## src/rtl/core/tdpb_pkg.sv

```systemverilog
// Package of the tail-drop packet buffer.
// Holds the default sizes, the register map and the cell control type.
// It has no dependencies.
package tdpb_pkg;

	localparam int DEPTH_DEF     = 256;
	localparam int TIME_BITS_DEF = 32;

	localparam int                  BUF_SIZE_W     = 9;
	localparam logic [BUF_SIZE_W-1:0] BUF_SIZE_RESET = 9'd256;

	localparam int         PADDR_W          = 3;
	localparam logic [0:0] REG_BUFFER_SIZE  = 1'b0;

	localparam int ARRIVAL_W = 32;
	localparam int PROC_W    = 16;
	localparam int START_W   = 32;

	typedef struct packed {
		logic shift;
		logic push;
	} cell_ctrl_t;

endpackage

```

## src/rtl/core/tdpb_cell.sv

```systemverilog
// One storage cell of the finish-time queue.
// It takes its upper neighbor's value on a shift or a new value on a push.
// Depends on tdpb_pkg.
module tdpb_cell #(
	parameter int TIME_BITS = 32,
	parameter int CNT_W     = 9,
	parameter int IDX       = 0
) (
	input  logic                  clk,
	input  tdpb_pkg::cell_ctrl_t  ctrl,
	input  logic [CNT_W-1:0]      occupancy,
	input  logic [TIME_BITS-1:0]  next_value,
	input  logic [TIME_BITS-1:0]  push_value,
	output logic [TIME_BITS-1:0]  value
);
	import tdpb_pkg::*;

	logic [TIME_BITS-1:0] value_q;
	logic                 hit;

	assign hit   = (occupancy == CNT_W'(IDX));
	assign value = value_q;

	always_ff @(posedge clk) begin
		if (ctrl.push && hit) begin
			value_q <= push_value;
		end else if (ctrl.shift) begin
			value_q <= next_value;
		end
	end

endmodule

```

## config.mk

```make
export PLATFORM = sky130hd
export DESIGN_NAME = tdpb_cell
export DESIGN_NICKNAME = d
export VERILOG_FILES = /design/src/rtl/core/tdpb_pkg.sv /design/src/rtl/core/tdpb_cell.sv
export SDC_FILE = /design/constraint.sdc
export NUM_CORES = 1
export LEC_CHECK = 0
export ABC_AREA = 1
export BUFFER_PORTS_ARGS = -buffer_cell sky130_fd_sc_hd__buf_4
export CAP_MARGIN = 20
export CELL_PAD_IN_SITES_DETAIL_PLACEMENT = 1
export CELL_PAD_IN_SITES_GLOBAL_PLACEMENT = 1
export CORE_UTILIZATION = 27
export CTS_CLUSTER_DIAMETER = 150
export DETAILED_ROUTE_END_ITERATION = 16
export PLACE_DENSITY = 0.85
export SLEW_MARGIN = 20
export SYNTH_ARGS = -nofsm -noshare
export SYNTH_HDL_FRONTEND = slang
export SYNTH_SLANG_ARGS = --single-unit
export TNS_END_PERCENT = 5
```

## constraint.sdc

```tcl
create_clock -name clk -period 2.3 [get_ports clk]
set_input_delay 0.115 -clock clk [delete_from_list [all_inputs] [get_ports clk]]
set_output_delay 0.115 -clock clk [all_outputs]
set_load 0.1 [all_outputs]
```

==> impl_results.md, run 1 <==
* Gate Count Post-Synth at around 180
* Max-cap violations at 0
* Final WS setup at 1.00 ns
* Slew Limit Headroom at between 60% and 70%
* RSZ-0062 raised after global routing: no
* Remaining global-route overflow at 0
* Chip height at 81.5 µm
* Vias in the first global route at between 1.5k and 2k
* First-pass detailed-route iteration total at 3
* Startpoint types: input port
* Largest net degree at the start of global routing at 33
* Bufs on Longest Clock Path at 2
* Worst Tran Pin Value at 0.502 ns
* Share of post-route cells with drive strength above 1 at a little over two fifths
* Lkg Pwr at roughly 1.3 nW
* Core area at about 0.006 mm²
* Initial Util at 28.3%
* Fin. Hold Viols at 0
* Post-cts resize count at 0
* Power per standard cell area at 631 mW/mm²
* CTS tree: done
* # hold bufs at CTS at 0
* Gp weighted congestion at around 0.71
* DRC viols at 0
* I/O Pins at 108
* Mean post-synth cell area at 9.53 µm²
* GRT Util Overall at 14.9%
* Endpoints failing setup at 0
* Root Driver: clkbuf_8
* WHS Path Cells at 3
* Clock sink count at 32
* Crit path kind: in2reg
* Htree depth at 2
* Antenna diodes at 0
* Commonest non-fill, non-tap cell in the layout: buf_4
* Final min period at approximately 1.3 ns
* Vias at 1603
* FP Rows at 28
* Final WL at 4.66 mm
* Layout area overhead at 55.8%
* Die X at approximately 82 µm
* Crit. End Element: flip-flop
* Status: complete, no violations
* Setup TNS at 0 ns
* DP Wirelength at approximately 3.6 mm
* Number of flip-flops in the largest register at 32
* Post-CTS setup buffer count at 0
* Crit share post-route at a little under three fifths
* Max Slew Vio Count at 0
* Mapped Area at between 0.0015 and 0.002 mm²
* WP data arrival at 1.25 ns
* Dpl ws at slightly below 0.7 ns
* Post-Place Cells at 356
* Global-route wire length before repair at between 7 and 8 mm
* #FFs+latches synth at 32
* Crit path required time at 2.26 ns
* Wirelength per Cell at 12.8 µm
* Post-DR vias/cell at 4.42
* Num CTS Buffers at 5
* Peak VDD IR at 0.298 mV
* Reg clk slew, reported paths at about 0.060 ns
* Crit path max fanout at 20
* Post-Layout Cell Count at 363
* Critical Path End: value[1]
* DRT iter0 DRCs at 26
* Max Freq at 0.772 GHz
* DRT antenna net count at 0
* Hold/Removal Path Class: in2reg
* Commonest cells after routing, fill and taps aside: buf_4 (111), nand2_1 (64), inv_1 (32), o21bai_1 (32), edfxtp_1 (32)
* Initial antenna violation count at 0
* IO buf count at 107
* YS warnings at 0
* Post-synthesis sequential area ratio at 56.3%
* Finished Core Util at 44.1%
* Layout Nets at 364
* Die area at 0.00664 mm²
* Worst setup path start: occupancy[3]
* Synth unique cells at 12
* Syn Nets at between 200 and 300
[logic make-up (layout without fill, tap and decap cells)]
logic type	after synthesis	in the layout	synth area share, %
AOI/OAI and AO/OA	33	33	14.5
and+or+nand+nor	72	72	18.2
DFF	32	32	56.3
buffers and inverters	42	151	11.0
[power by group]
part | internal (mW) | switching [mW]
Sequential | 0.694 | 0.0127
Clock | 0.205 | 0.190
Combinational | 0.166 | 0.411
[cell usage after synthesis]
master	count	area share (%)
inv_1	32	7.0
edfxtp_1	32	56
nor2_2	3	1.1
nor2_1	2	0.44
nand2_2	1	0.37
nor2_8	1	1.2
nand2_1	64	14
inv_2	1	0.22
nand3_4	1	1.0
buf_6	3	2.0
buf_2	6	1.8
o21bai_1	33	15
[metal layers]
| layer | global-route usage (%) | vias to the layer above | part of all wire [%] | routed length [µm] |
|---|---|---|---|---|
| li1 | - | 783 | - | - |
| met3 | 5.44 | 6 | 9.0 | 421 |
| met5 | 0 | - | 0 | 0 |
| met1 | 15.2 | 750 | 37 | 1720 |
| met4 | 4.46 | 0 | 1.2 | 54 |
| met2 | 28.1 | 64 | 53 | 2460 |
[final cells by class]
type	instances	area (µm²)
fillers	716	3370
flip-flops and latches	32	961
repair buffers	111	833
multi-input cells	105	569
inverters	33	124
well taps	75	93.8
clock buffers	6	72.6
clock inverters	1	5.00
[stage by stage]
| step | area, µm² | total power, mW | hold slack (ns) |
|---|---|---|---|
| 2_1_floorplan | 1710 | 1.11 | 0.301 |
| 3_3_place_gp | 2580 | 1.29 | 0.389 |
| 3_5_place_dp | 2580 | 1.30 | 0.392 |
| 4_1_cts | 2660 | 1.71 | 0.0996 |
| 5_1_grt | 2660 | 1.75 | 0.104 |
| 6_report | 2660 | 1.68 | 0.111 |
[how the worst min path moves through the flow]
stage | startpoint | to | slack, ns
2_1_floorplan | push_value[0] | value[0] | 0.30
3_3_place_gp | push_value[30] | value[30] | 0.39
3_5_place_dp | push_value[17] | value[17] | 0.39
4_1_cts | push_value[17] | value[17] | 0.1
5_1_grt | push_value[14] | value[14] | 0.10
6_report | push_value[15] | value[15] | 0.11
[critical path, cell delays in order]
cell and delay [ns]:
buf_4 0.11, nor2_1 0.16, nand2_2 0.33, o21bai_4 0.25, buf_4 0.29
(Power assumes the default switching activity.)
==> run 2, diff against run 1 <==
Clock period 2.3 ns to 1.1 ns, I/O delays scaled along.
==> impl_results.md, run 2 (same netlist as run 1, synthesis figures left out) <==
* DRC viols at 0
* Global-route wire length before repair at 7.45 mm
* Crit path required time at 1.04 ns
* Max-cap violations at 0
* Post-CTS setup buffer count at 0
* Status: complete, no violations
* Share of post-route cells with drive strength above 1 at 44.4%
* Worst min-delay path startpoint: push_value[25]
* Worst Tran Pin Value at roughly 0.30 ns
* Antenna diodes at 0
* IO buf count at 107
* I/O Pins at 108
* Fill cell count at 720
* Core area at roughly 0.0060 mm²
* First-pass detailed-route iteration total at 4
* Num CTS Buffers at 5
* Die X at 81.5 µm
* Commonest cells after routing, fill and taps aside: buf_4 (111), nand2_1 (64), inv_1 (32), o21bai_1 (32), edfxtp_1 (32)
* Max stage delay on crit path at 0.35 ns
* Htree depth at 2
* CP delay by family, top: flip-flops
* Commonest non-fill, non-tap cell in the layout: buf_4
* Crit path kind: reg2out
* WP data arrival at a little over 0.9 ns
* Total power at 3.81 mW
* Fin. Hold Viols at 0
* Die area at 0.00664 mm²
* Bufs on Longest Clock Path at 2
* FP Rows at 28
* Largest net degree at the start of global routing at 22
* CTS tree: done
* Buf+Inv Stages, Crit Path at 1
* Root Driver: clkbuf_8
* Layout area overhead at 63.1%
* Final min period at 0.973 ns
* Gp weighted congestion at 0.668
* Final WL at 4.66 mm
* Max Slew Vio Count at 0
* # hold bufs at CTS at 0
* Worst setup path start: value[14]
* GRT Util Overall at 15.0%
* Dpl ws at -0.121 ns
* Crit path max fanout at 1
* Vias at 1584
* Chip height at 81.5 µm
* Post-cts resize count at 0
* Layout Nets at 368
* Startpoint types: flip-flop
* Crit share post-route at 88.5%
* Endpoints failing setup at 0
* Initial antenna violation count at 0
* Lkg Pwr at around 1.3 nW
* DP Wirelength at about 3.7 mm
* Reg clk slew, reported paths at 0.07 ns
* RSZ-0062 raised after global routing: no
* Clock sink count at 32
* Crit. End Element: output pin
* Peak VDD IR at 0.631 mV
* Hold/Removal Path Class: in2reg
* Wirelength per Cell at about 13 µm
* Max Freq at 1.03 GHz
* DRT antenna net count at 0
* Multi-input combinational cell area at 584 µm²
* Power per standard cell area at about 1400 mW/mm²
* Final WS setup at 0.127 ns
* Vias in the first global route at between 1.5k and 2k
* Initial Util at ~28%
* Slew Limit Headroom at 80.1%
* Post-DR vias/cell at 4.30
* CP max-delay cell: edfxtp_1
* DRT iter0 DRCs at 30
* Register area at approximately 960 µm²
* Remaining global-route overflow at 0
* Worst path cell trace: buf_4
* Number of flip-flops in the largest register at 32
run 2: cell types whose count changed in the layout (fill, tap and decap cells not counted), sizes merged:
cell / delta
bufinv: +1
buf: +4
run 2: layer usage:
layer  vias up  global-route usage (%)  share of wire (%)
met4         0                    3.21               0.34
met2        60                    29.3                 55
li1        786                       -                  -
met5         -                       0                  0
met1       736                    15.5                 37
met3         2                    4.44                8.1
run 2: final cells by class:
type	count	share of cell area (%)
flip-flops and latches	32	34.5
inverters	33	4.45
well taps	75	3.37
clock buffers	6	2.61
multi-input cells	105	21.0
repair buffers	115	32.8
clock inverters	2	1.26
run 2: final timing paths:
| path | to | slack [ns] | depth (start not counted) |
|---|---|---|---|
| worst max-delay path | value[14] | 0.13 | 1 |
| worst min-delay path | value[25] | 0.05 | 3 |
run 2: report_power, final:
part           switching (mW)  total [mW]  internal (mW)
Clock                   0.431        1.10          0.672
Sequential             0.0273        1.48           1.45
Combinational           0.866        1.23          0.361
run 2: stage by stage:
stage               setup TNS [ns]  cells  util (%)  instance area, µm²  hold WS, ns
detailed placement           -5.43    360      44.4                2680        0.333
global route                     0    368      46.2                2780       0.0442
global placement             -1.45    360      44.4                2680        0.329
CTS                              0    368      46.2                2780       0.0401
floorplan                    -9.74    179         -                1750        0.241
finish                           0    368      46.2                2780       0.0506
==> run 3, diff against run 2 <==
Settings changed: CORE_ASPECT_RATIO set to 1.4, SLEW_MARGIN 20 to not set.
==> impl_results.md, run 3 (same netlist as run 1, synthesis figures left out) <==
* Crit path max fanout at 1
* I/O Pins at 108
* Post-DR vias/cell at 4.43
* CTS tree: done
* Initial antenna violation count at 0
* DRT iter0 DRCs at between 60 and 70
* Vias at 1612
* Slew Limit Headroom at 79.9%
* Gp weighted congestion at 0.770
* Die X at 69.2 µm
* Worst path cell trace: buf_4
* Layout Nets at between 300 and 400
* Max stage delay on crit path at 0.35 ns
* Bufs on Longest Clock Path at 2
* Vias in the first global route at 1679
* Crit path required time at between 1 and 1.5 ns
* Core area at 0.00599 mm²
* Status: complete, no violations
* Startpoint types: flip-flop
* Post-cts resize count at 0
* Antenna diodes at 0
* Max Freq at between 1 and 1.5 GHz
* Max Slew Vio Count at 0
* Fin. Hold Viols at 0
* DRT antenna net count at 0
* Largest net degree at the start of global routing at 20
* Endpoints failing setup at 0
* Share of post-route cells with drive strength above 1 at about 45%
* Levels on crit path at 1
* CP max-delay cell: edfxtp_1
* Root Driver: clkbuf_8
* Commonest non-fill, non-tap cell in the layout: buf_4
* Worst Tran Pin Value at 0.304 ns
* Remaining global-route overflow at 0
* Setup TNS at 0 ns
* IO buf count at 107
* M1 GR Usage at 14.8%
* Dpl ws at -0.0992 ns
* Max-cap violations at 0
* WP data arrival at ~0.9 ns
* Num CTS Buffers at 5
* Die area at 0.00665 mm²
* Post-CTS setup buffer count at 0
* DP Area at 0.00269 mm²
* Final instance area at between 0.002 and 0.003 mm²
* Reg clk slew, reported paths at 0.07 ns
* Fill cell count at 720
* CP delay by family, top: flip-flops
* Lkg Pwr at 1.35 nW
* Hold/Removal Path Class: in2reg
* GRT Util Overall at approximately 16%
* Final WS setup at 0.128 ns
* Clock sink count at 32
* Number of flip-flops in the largest register at 32
* # hold bufs at CTS at 0
* FP Rows at 33
* Final hold slack at 0.0524 ns
* DP Wirelength at between 4 and 5 mm
* DRC viols at 0
* Wirelength per Cell at 13.9 µm
* Layout area overhead at 62.5%
* Initial Util at 28.5%
* Htree depth at 2
* Final min period at 0.972 ns
* Crit path kind: reg2out
* GRT met3 Usage at 2.93%
* Finished Core Util at a little under half
* Met2 Resource Use GR at between 30% and 40%
* Commonest cells after routing, fill and taps aside: buf_4 (111), nand2_1 (64), inv_1 (32), o21bai_1 (32), edfxtp_1 (32)
* Gr busiest metal: met2
* Crit share post-route at 88.4%
* RSZ-0062 raised after global routing: no
* Power per standard cell area at 1290 mW/mm²
* Peak VDD IR at 0.500 mV
* Global-route wire length before repair at 7.91 mm
* Chip height at around 96 µm
* First-pass detailed-route iteration total at 4
* Buf+Inv Stages, Crit Path at 1
* Crit. End Element: output pin
* Final WL at 5.07 mm
* WHS Path Cells at 3
[run 3: changes by cell type in the layout (fill, tap and decap cells not counted)]
cell,before,now
clkinv_2,1,2
buf_12,4,5
clkbuf_1,1,0
clkinv_1,0,1
bufinv_16,1,0
[run 3: metrics by stage]
step	cells	power, mW
2_1_floorplan	179	2.33
3_3_place_gp	356	2.73
3_5_place_dp	356	2.76
4_1_cts	364	3.61
5_1_grt	364	3.71
6_report	364	3.57
[run 3: area by class of cell]
class / count / area (µm²) / area share [%]
clock inverters: 3 / 13.8 / 0.496
clock buffers: 5 / 68.8 / 2.48
well taps: 70 / 87.6 / 3.16
inverters: 33 / 124 / 4.47
flip-flops and latches: 32 / 961 / 34.7
repair buffers: 116 / 933 / 33.7
multi-input cells: 105 / 584 / 21.1
[run 3: worst paths after layout]
kind | from | endpoint | slack, ns
setup / recovery | value[13] | value[13] | 0.13
hold / removal | push_value[10] | value[10] | 0.05
[run 3: per-layer routing]
metal / up-vias / wire, µm
li1: 789 / -
met1: 755 / 1720
met2: 62 / 2980
met3: 6 / 241
met4: 0 / 131
met5: - / 0
[run 3: where the power goes]
part           leakage [nW]  internal [mW]  switching, mW
clock                0.0453          0.429          0.426
combinational         0.990          0.364          0.873
sequential            0.313           1.45         0.0291
